`src/hw/rtl/shbe_pkg.sv`:
```
// Shared types and constants of the static Huffman byte encoder.
`timescale 1ns / 1ps
`default_nettype none

package shbe_pkg;

  localparam int SYMBOLS_DEF      = 256;
  localparam int MAX_CODE_LEN_DEF = 64;
  localparam int COUNT_BITS_DEF   = 24;
  localparam int WORD_BITS        = 32;

  localparam logic KIND_WORD  = 1'b0;
  localparam logic KIND_TOTAL = 1'b1;

  typedef enum logic [1:0] {
    REQ_COUNT  = 2'd0,
    REQ_BUILD  = 2'd1,
    REQ_ENCODE = 2'd2,
    REQ_FLUSH  = 2'd3
  } req_e;

  typedef struct packed {
    logic [1:0] req_type;
    logic [7:0] pixel;
  } in_t;

  typedef struct packed {
    logic [WORD_BITS-1:0] word;
    logic                 kind;
    logic                 overflow;
    logic                 last;
  } out_t;

  // Tree builder status toward the sequencer
  typedef struct packed {
    logic busy;
    logic done;
    logic ovf;
  } tree_stat_t;

  // Packer commands
  typedef struct packed {
    logic load;
    logic flush;
  } pk_ctrl_t;

  // Packer status
  typedef struct packed {
    logic busy;
    logic emit;
    logic last;
  } pk_stat_t;

endpackage

`default_nettype wire

```
`src/hw/rtl/shbe_packer.sv`:
```
// Bit packer: shifts code bits MSB-first into 32-bit words and pads on flush.
`timescale 1ns / 1ps
`default_nettype none

module shbe_packer import shbe_pkg::*; #(
  parameter int MAX_CODE_LEN = MAX_CODE_LEN_DEF,
  localparam int LW = $clog2(MAX_CODE_LEN + 1)
) (
  input  wire logic                    clk_i,
  input  wire logic                    rst_ni,
  input  wire pk_ctrl_t                ctrl_i,
  input  wire logic [MAX_CODE_LEN-1:0] code_i,
  input  wire logic [LW-1:0]           len_i,
  input  wire logic                    grant_i,
  output pk_stat_t                     stat_o,
  output logic      [WORD_BITS-1:0]    word_o
);

  localparam int IW = $clog2(MAX_CODE_LEN);

  typedef enum logic [1:0] {P_IDLE, P_SHIFT, P_FLUSH} pst_e;

  pst_e                  st_q;
  logic [WORD_BITS-1:0]  buf_q;
  logic [4:0]            fill_q;
  logic [MAX_CODE_LEN-1:0] cq_q;
  logic [LW-1:0]         rl_q;

  logic [LW-1:0]         rl_m1;
  logic                  bit_w;
  logic [WORD_BITS-1:0]  shifted;
  logic [WORD_BITS-1:0]  flush_w;
  logic                  full_w;
  logic                  emit_w;

  assign rl_m1   = rl_q - LW'(1);
  assign bit_w   = cq_q[rl_m1[IW-1:0]];
  assign shifted = {buf_q[WORD_BITS-2:0], bit_w};
  assign flush_w = buf_q << (6'd32 - {1'b0, fill_q});
  assign full_w  = (fill_q == 5'd31);
  assign emit_w  = ((st_q == P_SHIFT) && full_w) || ((st_q == P_FLUSH) && (fill_q != '0));

  assign word_o = (st_q == P_FLUSH) ? flush_w : shifted;
  assign stat_o = '{busy: (st_q != P_IDLE),
                    emit: emit_w,
                    last: (st_q == P_FLUSH) || (32'(rl_m1) < 32'(WORD_BITS))};

  // Shift one bit per cycle; a full word waits for its grant
  always_ff @(posedge clk_i or negedge rst_ni) begin
    if (!rst_ni) begin
      st_q   <= P_IDLE;
      buf_q  <= '0;
      fill_q <= '0;
      cq_q   <= '0;
      rl_q   <= '0;
    end else begin
      unique case (st_q)
        P_IDLE: begin
          if (ctrl_i.load) begin
            cq_q <= code_i;
            rl_q <= len_i;
            if (len_i != '0) begin
              st_q <= P_SHIFT;
            end
          end else if (ctrl_i.flush) begin
            st_q <= P_FLUSH;
          end
        end
        P_SHIFT: begin
          if (!full_w || grant_i) begin
            if (full_w) begin
              buf_q  <= '0;
              fill_q <= '0;
            end else begin
              buf_q  <= shifted;
              fill_q <= fill_q + 5'd1;
            end
            rl_q <= rl_m1;
            if (rl_m1 == '0) begin
              st_q <= P_IDLE;
            end
          end
        end
        P_FLUSH: begin
          if ((fill_q == '0) || grant_i) begin
            buf_q  <= '0;
            fill_q <= '0;
            st_q   <= P_IDLE;
          end
        end
        default: st_q <= P_IDLE;
      endcase
    end
  end

endmodule

`default_nettype wire

```
`config.mk`:
```
export PLATFORM = sky130hd
export DESIGN_NAME = shbe_packer
export DESIGN_NICKNAME = d
export VERILOG_FILES = /design/src/hw/rtl/shbe_pkg.sv /design/src/hw/rtl/shbe_packer.sv
export SDC_FILE = /design/constraint.sdc
export NUM_CORES = 1
export LEC_CHECK = 0
export BUFFER_PORTS_ARGS = -buffer_cell sky130_fd_sc_hd__buf_2
export CORE_AREA = 4 4 115 117
export CTS_BUF_LIST = sky130_fd_sc_hd__clkbuf_8 sky130_fd_sc_hd__clkbuf_16
export DETAILED_ROUTE_END_ITERATION = 12
export DIE_AREA = 0 0 119 121
export PLACE_DENSITY = 0.9
export SLEW_MARGIN = 25
export SYNTH_ARGS = -nofsm -noshare
export SYNTH_HDL_FRONTEND = slang
export SYNTH_SLANG_ARGS = --single-unit
```
`constraint.sdc`:
```
create_clock -name clk_i -period 5.1 [get_ports clk_i]
set_clock_uncertainty 0.15 [all_clocks]
set_input_delay 1.02 -clock clk_i [delete_from_list [all_inputs] [get_ports clk_i]]
set_output_delay 1.02 -clock clk_i [all_outputs]
set_load 0.05 [all_outputs]
```
==> report_table.html, run 1 <==
<table>
<tr><th>Metric</th><th>Value</th></tr>
<tr><th colspan="2">Die</th></tr>
<tr><td>Die boundary height</td><td>121 um</td></tr>
<tr><td>X dimension of the die</td><td>119 um</td></tr>
<tr><td>Number of top-level pins</td><td>111</td></tr>
<tr><td>Row cnt</td><td>41</td></tr>
<tr><td>Die area</td><td>14400 um2</td></tr>
<tr><td>Initial core utilization</td><td>0.561</td></tr>
<tr><td>Core area</td><td>12400 um2</td></tr>
<tr><th colspan="2">Layout</th></tr>
<tr><td>Final #Nets</td><td>803</td></tr>
<tr><td>Area Growth Syn to Fin</td><td>13.9%</td></tr>
<tr><td>Count of inserted antenna diode cells</td><td>0</td></tr>
<tr><td>Layout cell share with drive strength beyond 1</td><td>0.354</td></tr>
<tr><th colspan="2">Status</th></tr>
<tr><td>Status</td><td>complete, no violations</td></tr>
<tr><th colspan="2">Routing</th></tr>
<tr><td>TritonRoute pass-1 iters</td><td>5</td></tr>
<tr><td>Initial DRC count</td><td>500</td></tr>
<tr><td>Routed length per placed instance</td><td>20.2 um</td></tr>
<tr><td>Wire length after detailed routing</td><td>18.2 mm</td></tr>
<tr><td>Post-route antenna net violation count</td><td>0</td></tr>
<tr><td>Detail-routed via count per cell</td><td>6.31</td></tr>
<tr><td>Vias after detailed routing</td><td>5662</td></tr>
<tr><td>Post-route DRC violation count</td><td>0</td></tr>
<tr><th colspan="2">Clock network</th></tr>
<tr><td>Clock buffers created by TritonCTS</td><td>9</td></tr>
<tr><td>CTS tree</td><td>done</td></tr>
<tr><td>Post-CTS clock slew at the launch and capture registers of the worst setup and hold paths</td><td>0.07 ns</td></tr>
<tr><td>Resized Gates After CTS</td><td>0</td></tr>
<tr><td>Clock insertion delay at the later pin of the skew report</td><td>0.36 ns</td></tr>
<tr><td>Cts-stage hold buffer count</td><td>0</td></tr>
<tr><td>Clk root buf</td><td>sky130_fd_sc_hd__clkbuf_16</td></tr>
<tr><td># clock sinks</td><td>110</td></tr>
<tr><td>Maximum buffer depth of the clock tree</td><td>2</td></tr>
<tr><td>Number of setup buffers added after CTS</td><td>0</td></tr>
<tr><td>H-tree depth</td><td>3</td></tr>
<tr><th colspan="2">Global routing</th></tr>
<tr><td>GRT Total Usage</td><td>0.259</td></tr>
<tr><td>Total congestion overflow after global routing</td><td>0</td></tr>
<tr><td>Global-route wire length before repair</td><td>29.8 mm</td></tr>
<tr><td>Vias in the first global route</td><td>5727</td></tr>
<tr><td>Antenna violations before repair</td><td>0</td></tr>
<tr><td>Maximum number of pins on one net before global-route repair</td><td>69</td></tr>
<tr><th colspan="2">Yosys</th></tr>
<tr><td>Share of synthesized area occupied by flip-flops and latches</td><td>0.397</td></tr>
<tr><td>Warnings, synthesis</td><td>0</td></tr>
<tr><td>Fraction of synthesis flops using an asynchronous set or reset pin</td><td>1.00</td></tr>
<tr><td>Area share of the largest cell type after synthesis</td><td>0.397</td></tr>
<tr><td>Synth Area per Inst</td><td>10.9 um2</td></tr>
<tr><td>Number of enable flip-flop cells after synthesis</td><td>0</td></tr>
<tr><td>Net count of the mapped netlist</td><td>716</td></tr>
<tr><td>Synthesized cell area</td><td>6940 um2</td></tr>
<tr><td>Dominant register cell in the synthesized netlist</td><td>sky130_fd_sc_hd__dfrtp_1</td></tr>
<tr><td>Dominant cell type by area after synthesis</td><td>sky130_fd_sc_hd__dfrtp_1</td></tr>
<tr><td>Gate count after technology mapping</td><td>634</td></tr>
<tr><td>Top cells by area, synth</td><td>sky130_fd_sc_hd__dfrtp_1, sky130_fd_sc_hd__mux2_2, sky130_fd_sc_hd__mux4_2</td></tr>
<tr><td>Number of distinct library cells after synthesis</td><td>56</td></tr>
<tr><td>#FFs+latches synth</td><td>110</td></tr>
<tr><th colspan="2">Power</th></tr>
<tr><td>Overall power consumption</td><td>6.44 mW</td></tr>
<tr><td>Standby leakage power</td><td>3.50 nW</td></tr>
<tr><td>Power per cell area</td><td>815 nW/um2</td></tr>
<tr><td>Largest vdd supply drop</td><td>0.000437 V</td></tr>
<tr><th colspan="2">Worst setup path</th></tr>
<tr><td>Startpoint type of the worst setup path</td><td>flip-flop</td></tr>
<tr><td>Critical Path Fanout Max</td><td>11</td></tr>
<tr><td>Critical path's slowest cell</td><td>sky130_fd_sc_hd__ha_1</td></tr>
<tr><td>Data required, critical path</td><td>3.93 ns</td></tr>
<tr><td>Crit path cell chain</td><td>inv_1, ha_1, buf_4, mux4_2, mux4_1, nand2b_1, a32oi_1, o2bb2ai_1, buf_2</td></tr>
<tr><td>CP Capture Type</td><td>output port</td></tr>
<tr><td>FF-to-FF Start</td><td>rl_q[1]</td></tr>
<tr><td>Worst setup path startpoint</td><td>rl_q[1]</td></tr>
<tr><td>WS Path Type</td><td>flip-flop to output port</td></tr>
<tr><td>Largest stage delay on the critical path</td><td>0.64 ns</td></tr>
<tr><td>Signal arrival time at the worst endpoint</td><td>3.39 ns</td></tr>
<tr><th colspan="2">Timing</th></tr>
<tr><td>Fin. Hold Viols</td><td>0</td></tr>
<tr><td>Final TNS setup</td><td>0 ns</td></tr>
<tr><td>Clock period minus worst slack</td><td>4.56 ns</td></tr>
<tr><td>Setup violation total in the final timing report</td><td>0</td></tr>
<tr><td>Relative max-transition margin</td><td>0.355</td></tr>
<tr><td>Period Utilization, post-route</td><td>0.893</td></tr>
<tr><td>Setup repair after global routing missed its margin</td><td>false</td></tr>
<tr><td>Pins over their slew limit</td><td>0</td></tr>
<tr><td>Actual slew at the worst max-slew pin</td><td>0.968 ns</td></tr>
<tr><td>F_max</td><td>0.220 GHz</td></tr>
<tr><th colspan="2">Min path</th></tr>
<tr><td>Hold/Removal Path Class</td><td>flip-flop to flip-flop</td></tr>
<tr><td>Hold Crit Start</td><td>buf_q[31]</td></tr>
<tr><th colspan="2">Placed design</th></tr>
<tr><td>Number of port buffers</td><td>110</td></tr>
<tr><td>Detail Placement HPWL</td><td>13.1 mm</td></tr>
<tr><td>Routability Congestion</td><td>0.916</td></tr>
<tr><th colspan="2">Flow run</th></tr>
<tr><td>Number of maximum-capacitance constraint violations</td><td>0</td></tr>
</table>
-- cell usage in the layout (no fill, tap or decap), drive strengths merged, types with 5 or more instances in the layout --
| cell | n |
|---|---|
| buf | 127 |
| dfrtp | 110 |
| nand2 | 80 |
| mux2 | 71 |
| o21ai | 48 |
| mux2i | 39 |
| mux4 | 37 |
| nor2 | 34 |
| a22o | 33 |
| a21oi | 21 |
| inv | 14 |
| nor3 | 13 |
| nand3 | 9 |
| clkbuf | 9 |
| a22oi | 9 |
| o221ai | 8 |
| ha | 6 |
| nor2b | 5 |
-- registers in the layout (all words and copies together), names as in the netlist --
name / cells
buf_q: 32
fill_q: 5
rl_q: 7
cq_q: 64
st_q: 2
-- routing by layer --
| layer | part of all wire | wire length [um] | track usage |
|---|---|---|---|
| met1 | 0.41 | 7480 | 0.339 |
| met2 | 0.50 | 9020 | 0.431 |
| met3 | 0.069 | 1250 | 0.0471 |
| met4 | 0.022 | 405 | 0.0978 |
| met5 | 0 | 0 | 0 |
-- cells by family after synthesis --
family / Yosys count / synth area share
compound gates: 143 / 0.141
flops: 110 / 0.397
xor+xnor: 7 / 0.0153
fa+ha+maj: 6 / 0.0108
mux: 147 / 0.294
simple gates: 159 / 0.102
buf+inv: 62 / 0.0400
-- path summary, 6_finish.rpt --
| path | end | slack (ns) | cells after the start |
|---|---|---|---|
| min in group asynchronous | buf_q[29] | 0.60 | 1 |
| max reg2reg | buf_q[0] | 1.97 | 8 |
| max in group asynchronous | cq_q[50] | 3.11 | 2 |
| min reg2reg | buf_q[31] | 0.35 | 2 |
| min | buf_q[31] | 0.35 | 2 |
| max | word_o[0] | 0.54 | 9 |
-- report_power, final --
part	internal (mW)	switching, mW
combinational	1.73	2.31
clock	0.378	0.312
sequential	1.28	0.433
-- critical path, delay by kind of cell, from the launching register on --
kind | cells | cell delay [ns]
adders and majority gates | 1 | 0.64
buffers and inverters | 3 | 0.64
AOI/OAI and AO/OA | 2 | 0.33
muxes | 2 | 0.82
and+or+nand+nor | 1 | 0.11
DFF | 1 | 0.49
-- synthesized netlist by cell type (all sizes together), types with 4 or more instances --
library cell  number
dfrtp            110
nand2             80
mux2              71
o21ai             48
mux2i             39
mux4              37
nor2              34
a22o              33
clkbuf            33
a21oi             21
buf               18
nor3              13
inv               11
a22oi              9
nand3              9
o221ai             8
ha                 6
nor2b              5
a211oi             4
a31oi              4
xnor2              4
-- through the flow --
| step | instances | worst slack (ns) | utilization | hold slack [ns] | cell area, um2 |
|---|---|---|---|---|---|
| floorplan | 634 | 0.505 | - | 0.295 | 6940 |
| global placement | 881 | 1.01 | 0.615 | 0.315 | 7600 |
| detailed placement | 881 | 0.943 | 0.615 | 0.345 | 7600 |
| CTS | 897 | 0.533 | 0.638 | 0.363 | 7890 |
| global route | 898 | 0.394 | 0.639 | 0.376 | 7900 |
| finish | 898 | 0.545 | 0.639 | 0.349 | 7900 |
-- cell type report --
class | count | area [um2]
well taps | 172 | 215
flip-flops and latches | 110 | 2750
clock buffers | 9 | 225
multi-input cells | 462 | 3910
inverters | 11 | 41.3
repair buffers | 127 | 681
clock inverters | 7 | 66.3
fillers | 960 | 4470
Note: power is estimated with default switching activity, not from simulation.
==> run 2, diff against run 1 <==
--- a/config.mk
+++ b/config.mk
@@ -10,8 +10,8 @@
 export CTS_BUF_LIST = sky130_fd_sc_hd__clkbuf_8 sky130_fd_sc_hd__clkbuf_16
 export DETAILED_ROUTE_END_ITERATION = 12
 export DIE_AREA = 0 0 119 121
+export GPL_TIMING_DRIVEN = 0
 export PLACE_DENSITY = 0.9
-export SLEW_MARGIN = 25
 export SYNTH_ARGS = -nofsm -noshare
 export SYNTH_HDL_FRONTEND = slang
 export SYNTH_SLANG_ARGS = --single-unit
==> constraint.sdc (replaced) <==
create_clock -name clk_i -period 4.7 [get_ports clk_i]
set_clock_uncertainty 0.15 [all_clocks]
set_input_delay 0.94 -clock clk_i [delete_from_list [all_inputs] [get_ports clk_i]]
set_output_delay 0.94 -clock clk_i [all_outputs]
set_load 0.05 [all_outputs]
==> report_table.html, run 2 (synthesis gave the netlist of run 1 again) <==
<table>
<tr><th>Metric</th><th>Value</th></tr>
<tr><th colspan="2">Status</th></tr>
<tr><td>Status</td><td>complete, no violations</td></tr>
<tr><th colspan="2">Die</th></tr>
<tr><td>Die area</td><td>14400 um2 (unchanged)</td></tr>
<tr><td>Number of top-level pins</td><td>111 (unchanged)</td></tr>
<tr><td>X dimension of the die</td><td>119 um (unchanged)</td></tr>
<tr><td>Row cnt</td><td>41 (unchanged)</td></tr>
<tr><td>Die boundary height</td><td>121 um (unchanged)</td></tr>
<tr><td>Initial core utilization</td><td>0.561 (unchanged)</td></tr>
<tr><td>Core area</td><td>12400 um2 (unchanged)</td></tr>
<tr><th colspan="2">Layout</th></tr>
<tr><td>Layout cell share with drive strength beyond 1</td><td>0.363 (+0.00857)</td></tr>
<tr><td>Top Registers</td><td>cq_q (64), buf_q (32), rl_q (7)</td></tr>
<tr><td>Largest register FFs</td><td>64 (unchanged)</td></tr>
<tr><td>Most common cell after layout, fill and taps aside</td><td>sky130_fd_sc_hd__dfrtp_1</td></tr>
<tr><td>Number of standard cells in the final layout excluding fillers</td><td>936 (+4.2%)</td></tr>
<tr><td>Area Growth Syn to Fin</td><td>18.0%</td></tr>
<tr><td>Final #Nets</td><td>842 (+4.9%)</td></tr>
<tr><td>Reg with most FFs</td><td>cq_q</td></tr>
<tr><td>Most frequent cells in the layout</td><td>sky130_fd_sc_hd__dfrtp_1, sky130_fd_sc_hd__buf_2, sky130_fd_sc_hd__nand2_1</td></tr>
<tr><td>Fill cells</td><td>941 (-2.0%)</td></tr>
<tr><td>Count of inserted antenna diode cells</td><td>0 (unchanged)</td></tr>
<tr><th colspan="2">Global routing</th></tr>
<tr><td>Antenna violations before repair</td><td>0 (unchanged)</td></tr>
<tr><td>Global-route wire length before repair</td><td>30.6 mm (+2.5%)</td></tr>
<tr><td>Vias in the first global route</td><td>5861 (+2.3%)</td></tr>
<tr><td>Maximum number of pins on one net before global-route repair</td><td>57 (-17%)</td></tr>
<tr><td>GRT Total Usage</td><td>0.267 (+0.00841)</td></tr>
<tr><td>Total congestion overflow after global routing</td><td>0 (unchanged)</td></tr>
<tr><th colspan="2">Routing</th></tr>
<tr><td>TritonRoute pass-1 iters</td><td>5 (unchanged)</td></tr>
<tr><td>Post-route antenna net violation count</td><td>0 (unchanged)</td></tr>
<tr><td>Initial DRC count</td><td>711 (+42%)</td></tr>
<tr><td>Wire length after detailed routing</td><td>19.2 mm (+5.6%)</td></tr>
<tr><td>Detail-routed via count per cell</td><td>6.37 (+1.0%)</td></tr>
<tr><td>Post-route DRC violation count</td><td>0 (unchanged)</td></tr>
<tr><td>Vias after detailed routing</td><td>5962 (+5.3%)</td></tr>
<tr><td>Routed length per placed instance</td><td>20.5 um (+1.3%)</td></tr>
<tr><th colspan="2">Timing</th></tr>
<tr><td>Actual slew at the worst max-slew pin</td><td>0.873 ns (-0.0943 ns)</td></tr>
<tr><td>Smallest hold slack</td><td>0.360 ns (+0.0109 ns)</td></tr>
<tr><td>Clock period minus worst slack</td><td>4.61 ns</td></tr>
<tr><td>Period Utilization, post-route</td><td>0.980</td></tr>
<tr><td>Relative max-transition margin</td><td>0.415 (+0.0603)</td></tr>
<tr><td>Setup violation total in the final timing report</td><td>0 (unchanged)</td></tr>
<tr><td>Final TNS setup</td><td>0 ns (unchanged)</td></tr>
<tr><td>Pins over their slew limit</td><td>0 (unchanged)</td></tr>
<tr><td>Fin. Hold Viols</td><td>0 (unchanged)</td></tr>
<tr><td>F_max</td><td>0.217 GHz</td></tr>
<tr><th colspan="2">Clock network</th></tr>
<tr><td># clock sinks</td><td>110 (unchanged)</td></tr>
<tr><td>H-tree depth</td><td>3 (unchanged)</td></tr>
<tr><td>Clk root buf</td><td>sky130_fd_sc_hd__clkbuf_16</td></tr>
<tr><td>CTS tree</td><td>done</td></tr>
<tr><td>Post-CTS clock slew at the launch and capture registers of the worst setup and hold paths</td><td>0.07 ns (about the same)</td></tr>
<tr><td>Maximum buffer depth of the clock tree</td><td>2 (unchanged)</td></tr>
<tr><td>Clock buffers created by TritonCTS</td><td>9 (unchanged)</td></tr>
<tr><td>Clock insertion delay at the later pin of the skew report</td><td>0.35 ns (about the same)</td></tr>
<tr><th colspan="2">Worst setup path</th></tr>
<tr><td>CP Capture Type</td><td>output port</td></tr>
<tr><td>Signal arrival time at the worst endpoint</td><td>3.52 ns (+0.13 ns)</td></tr>
<tr><td>Startpoint type of the worst setup path</td><td>flip-flop</td></tr>
<tr><td>Critical Path Fanout Max</td><td>10 (-1)</td></tr>
<tr><td>Data required, critical path</td><td>3.61 ns (-0.32 ns)</td></tr>
<tr><td>WS Path Type</td><td>flip-flop to output port</td></tr>
<tr><th colspan="2">Placed design</th></tr>
<tr><td>Detail Placement HPWL</td><td>14.2 mm (+8.1%)</td></tr>
<tr><td>Number of port buffers</td><td>110 (unchanged)</td></tr>
<tr><td>Routability Congestion</td><td>1.03 (+12%)</td></tr>
<tr><td>Cell Count Post-Placement</td><td>917 (+4.1%)</td></tr>
<tr><th colspan="2">Flow run</th></tr>
<tr><td>Number of maximum-capacitance constraint violations</td><td>0 (unchanged)</td></tr>
<tr><th colspan="2">Min path</th></tr>
<tr><td>Hold/Removal Path Class</td><td>flip-flop to flip-flop</td></tr>
</table>
[run 2: cell count changes in the layout (fill, tap and decap cells not counted), sizes merged]
| cell | previous run | this run |
|---|---|---|
| inv | 14 | 13 |
| buf | 127 | 132 |
| clkinv | 1 | 2 |
| clkbuf | 9 | 43 |
| bufinv | 1 | 0 |
[run 2: area by class of cell]
type | instances | area, um2 | area share
Multi-Input combinational cell | 462 | 3980 | 0.486
Sequential cell | 110 | 2750 | 0.336
Timing Repair Buffer | 115 | 633 | 0.0774
Buffer | 51 | 282 | 0.0344
Clock buffer | 9 | 225 | 0.0275
Tap cell | 172 | 215 | 0.0263
Clock inverter | 6 | 55.1 | 0.00673
Inverter | 11 | 41.3 | 0.00505
[run 2: timing repair]
action | CTS | global route
pin swaps | 0 | 2
endpoints found under the setup margin | 32 | 28
hold buffers | 0 | 0
resized for setup | 21 | 21
hold endpoints to repair | 0 | 0
setup buffers | 0 | 4
[run 2: routing by layer]
metal,GRT usage,vias up,share of wire
met2,0.437,354,0.49
met5,0,-,0
met1,0.349,2926,0.38
met4,0.104,0,0.027
met3,0.0583,58,0.099
li1,-,2624,-
[run 2: stage by stage]
step / util / area [um2] / setup WS, ns
after floorplan: - / 6940 / 0.185
after global placement: 0.623 / 7700 / -0.284
after detailed placement: 0.625 / 7730 / -0.338
after CTS: 0.653 / 8070 / 0.00719
after global routing: 0.662 / 8180 / -0.0279
final: 0.662 / 8180 / 0.0924
[run 2: critical path, cell delays in order (launching register included)]
cell	delay, ns
sky130_fd_sc_hd__dfrtp_1	0.39
sky130_fd_sc_hd__buf_6	0.20
sky130_fd_sc_hd__buf_8	0.18
sky130_fd_sc_hd__buf_6	0.19
sky130_fd_sc_hd__inv_1	0.09
sky130_fd_sc_hd__ha_2	0.33
sky130_fd_sc_hd__clkbuf_4	0.23
sky130_fd_sc_hd__clkbuf_8	0.22
sky130_fd_sc_hd__mux4_2	0.36
sky130_fd_sc_hd__a21oi_2	0.29
sky130_fd_sc_hd__mux2i_1	0.18
sky130_fd_sc_hd__a22oi_1	0.19
sky130_fd_sc_hd__o21ai_1	0.09
sky130_fd_sc_hd__clkbuf_4	0.22
[run 2: worst paths after layout]
kind / start / endpoint / slack, ns / cells after the start
min reg2reg: cq_q[46] / cq_q[46] / 0.36 / 1
min in group asynchronous: rst_ni / buf_q[25] / 0.49 / 1
max reg2reg: rl_q[0] / buf_q[0] / 1.52 / 10
max: fill_q[0] / word_o[29] / 0.09 / 13
min: cq_q[46] / cq_q[46] / 0.36 / 1
max in group asynchronous: rst_ni / buf_q[0] / 3.15 / 2
Power of run 2 is not shown: default switching activity piles up to over one toggle a cycle in this logic, so the estimate is an artifact.
==> run 3, diff against run 2 <==
--- a/config.mk
+++ b/config.mk
@@ -5,9 +5,10 @@
 export SDC_FILE = /design/constraint.sdc
 export NUM_CORES = 1
 export LEC_CHECK = 0
-export BUFFER_PORTS_ARGS = -buffer_cell sky130_fd_sc_hd__buf_2
+export BUFFER_PORTS_ARGS = -buffer_cell sky130_fd_sc_hd__clkbuf_2
 export CORE_AREA = 4 4 115 117
 export CTS_BUF_LIST = sky130_fd_sc_hd__clkbuf_8 sky130_fd_sc_hd__clkbuf_16
+export CTS_CLUSTER_SIZE = 24
 export DETAILED_ROUTE_END_ITERATION = 12
 export DIE_AREA = 0 0 119 121
 export GPL_TIMING_DRIVEN = 0
==> report_table.html, run 3 (synthesis gave the netlist of run 1 again) <==
<table>
<tr><th>Metric</th><th>Value</th></tr>
<tr><th colspan="2">Clock network</th></tr>
<tr><td>H-tree depth</td><td>3 (unchanged)</td></tr>
<tr><td>Clk root buf</td><td>sky130_fd_sc_hd__clkbuf_16</td></tr>
<tr><td>Post-CTS clock slew at the launch and capture registers of the worst setup and hold paths</td><td>0.07 ns (about the same)</td></tr>
<tr><td>Clock buffers created by TritonCTS</td><td>9 (unchanged)</td></tr>
<tr><td>Clock insertion delay at the later pin of the skew report</td><td>0.35 ns (about the same)</td></tr>
<tr><td>Maximum buffer depth of the clock tree</td><td>2 (unchanged)</td></tr>
<tr><td>CTS tree</td><td>done</td></tr>
<tr><td>Cts-stage hold buffer count</td><td>0 (unchanged)</td></tr>
<tr><td># clock sinks</td><td>110 (unchanged)</td></tr>
<tr><th colspan="2">Timing</th></tr>
<tr><td>Relative max-transition margin</td><td>0.411 (-0.00442)</td></tr>
<tr><td>Fin. Hold Viols</td><td>0 (unchanged)</td></tr>
<tr><td>Setup violation total in the final timing report</td><td>0 (unchanged)</td></tr>
<tr><td>Actual slew at the worst max-slew pin</td><td>0.880 ns (+0.00661 ns)</td></tr>
<tr><td>Clock period minus worst slack</td><td>4.57 ns (-0.0334 ns)</td></tr>
<tr><td>Setup repair after global routing missed its margin</td><td>false</td></tr>
<tr><td>F_max</td><td>0.219 GHz (+0.73%)</td></tr>
<tr><td>Final TNS setup</td><td>0 ns (unchanged)</td></tr>
<tr><td>Smallest hold slack</td><td>0.358 ns (-0.00266 ns)</td></tr>
<tr><td>Period Utilization, post-route</td><td>0.973 (-0.00711)</td></tr>
<tr><td>Pins over their slew limit</td><td>0 (unchanged)</td></tr>
<tr><th colspan="2">Global routing</th></tr>
<tr><td>Total congestion overflow after global routing</td><td>0 (unchanged)</td></tr>
<tr><td>Antenna violations before repair</td><td>0 (unchanged)</td></tr>
<tr><td>Maximum number of pins on one net before global-route repair</td><td>111 (+95%)</td></tr>
<tr><td>Vias in the first global route</td><td>5898 (+0.63%)</td></tr>
<tr><td>GRT Total Usage</td><td>0.265 (-0.00195)</td></tr>
<tr><td>Global-route wire length before repair</td><td>30.3 mm (-0.77%)</td></tr>
<tr><th colspan="2">Layout</th></tr>
<tr><td>Area Growth Syn to Fin</td><td>18.9%</td></tr>
<tr><td>Largest register FFs</td><td>64 (unchanged)</td></tr>
<tr><td>Reg with most FFs</td><td>cq_q</td></tr>
<tr><td>Most frequent cells in the layout</td><td>sky130_fd_sc_hd__dfrtp_1, sky130_fd_sc_hd__clkbuf_2, sky130_fd_sc_hd__nand2_1</td></tr>
<tr><td>Core occupancy in the finished layout</td><td>0.667 (+0.00547)</td></tr>
<tr><td>Most common cell after layout, fill and taps aside</td><td>sky130_fd_sc_hd__dfrtp_1</td></tr>
<tr><td>Top Registers</td><td>cq_q (64), buf_q (32), rl_q (7)</td></tr>
<tr><td>Layout cell share with drive strength beyond 1</td><td>0.366 (+0.00345)</td></tr>
<tr><td>Count of inserted antenna diode cells</td><td>0 (unchanged)</td></tr>
<tr><td>Number of standard cells in the final layout excluding fillers</td><td>937 (+0.11%)</td></tr>
<tr><td>Final #Nets</td><td>842 (unchanged)</td></tr>
<tr><th colspan="2">Routing</th></tr>
<tr><td>Wire length after detailed routing</td><td>18.9 mm (-1.4%)</td></tr>
<tr><td>Routed length per placed instance</td><td>20.2 um (-1.5%)</td></tr>
<tr><td>Detail-routed via count per cell</td><td>6.25 (-1.9%)</td></tr>
<tr><td>Initial DRC count</td><td>733 (+3.1%)</td></tr>
<tr><td>TritonRoute pass-1 iters</td><td>9 (+4)</td></tr>
<tr><td>Post-route DRC violation count</td><td>1 (+1)</td></tr>
<tr><td>Vias after detailed routing</td><td>5856 (-1.8%)</td></tr>
<tr><td>Post-route antenna net violation count</td><td>0 (unchanged)</td></tr>
<tr><th colspan="2">Min path</th></tr>
<tr><td>Hold/Removal Path Class</td><td>flip-flop to flip-flop</td></tr>
<tr><th colspan="2">Die</th></tr>
<tr><td>X dimension of the die</td><td>119 um (unchanged)</td></tr>
<tr><td>Die area</td><td>14400 um2 (unchanged)</td></tr>
<tr><td>Core area</td><td>12400 um2 (unchanged)</td></tr>
<tr><td>Number of top-level pins</td><td>111 (unchanged)</td></tr>
<tr><td>Initial core utilization</td><td>0.561 (unchanged)</td></tr>
<tr><td>Row cnt</td><td>41 (unchanged)</td></tr>
<tr><td>Die boundary height</td><td>121 um (unchanged)</td></tr>
<tr><th colspan="2">Flow run</th></tr>
<tr><td>Number of maximum-capacitance constraint violations</td><td>0 (unchanged)</td></tr>
<tr><th colspan="2">Worst setup path</th></tr>
<tr><td>WS Path Type</td><td>flip-flop to output port</td></tr>
<tr><td>CP Capture Type</td><td>output port</td></tr>
<tr><td>Signal arrival time at the worst endpoint</td><td>3.48 ns (-0.04 ns)</td></tr>
<tr><td>Startpoint type of the worst setup path</td><td>flip-flop</td></tr>
<tr><td>Data required, critical path</td><td>3.61 ns (about the same)</td></tr>
<tr><td>Critical Path Fanout Max</td><td>10 (unchanged)</td></tr>
<tr><th colspan="2">Placed design</th></tr>
<tr><td>Number of port buffers</td><td>110 (unchanged)</td></tr>
<tr><td>Detail Placement HPWL</td><td>14.0 mm (-0.98%)</td></tr>
<tr><td>Cell Count Post-Placement</td><td>916 (-0.11%)</td></tr>
<tr><td>Routability Congestion</td><td>1.03 (-0.21%)</td></tr>
<tr><th colspan="2">Status</th></tr>
<tr><td>Status</td><td>complete, but fails checks</td></tr>
<tr><td>Failing checks</td><td>DRC</td></tr>
</table>
-- run 3: routing by layer --
metal  track usage  wire, um  vias to the layer above
met5             0         0                        -
met3        0.0625      1720                       44
met4        0.0883       492                        0
met2         0.446      9370                      333
li1              -         -                     2620
met1         0.339      7320                     2859
-- run 3: area by class of cell --
| class | count | area (um2) |
|---|---|---|
| buffer | 50 | 270 |
| multi-input combinational | 462 | 4000 |
| sequential | 110 | 2750 |
| tap | 172 | 215 |
| inverter | 11 | 41.3 |
| clock inverter | 7 | 81.3 |
| timing repair buffer | 116 | 664 |
| fill | 951 | 4120 |
| clock buffer | 9 | 225 |
-- run 3: critical path, cell delays in order (launching register included) --
cell and delay, ns:
sky130_fd_sc_hd__dfrtp_1 0.38, sky130_fd_sc_hd__buf_6 0.19, sky130_fd_sc_hd__buf_6 0.20, sky130_fd_sc_hd__buf_4 0.24, sky130_fd_sc_hd__inv_1 0.12, sky130_fd_sc_hd__ha_4 0.20, sky130_fd_sc_hd__xor2_2 0.29, sky130_fd_sc_hd__buf_2 0.36
sky130_fd_sc_hd__nor3_1 0.09, sky130_fd_sc_hd__a21oi_1 0.33, sky130_fd_sc_hd__mux2i_1 0.22, sky130_fd_sc_hd__a22oi_1 0.18, sky130_fd_sc_hd__o21ai_1 0.08, sky130_fd_sc_hd__buf_2 0.22
-- run 3: path summary, 6_finish.rpt --
check                                from    endpoint  slack (ns)  depth (start not counted)
worst max-delay path            fill_q[0]  word_o[28]        0.13                         13
worst min-delay path             cq_q[32]    cq_q[32]        0.36                          1
worst max register to register    rl_q[0]    buf_q[0]        1.42                         11
worst min register to register   cq_q[32]    cq_q[32]        0.36                          1
max in group asynchronous          rst_ni    buf_q[1]        3.24                          1
min in group asynchronous          rst_ni   buf_q[26]        0.50                          1
-- run 3: repair_timing --
action / CTS / global route
setup buffers: 0 / 6
resized for setup: 35 / 16
gates cloned: 0 / 0
endpoints found under the setup margin: 32 / 28
pin swaps: 0 / 2
-- run 3: through the flow --
stage	setup slack, ns	cell area (um2)
finish	0.126	8250
global route	0.00435	8250
CTS	0.00361	8150
detailed placement	-0.305	7710
global placement	-0.247	7700
floorplan	0.185	6940
Power of run 3 is left out for the same reason.
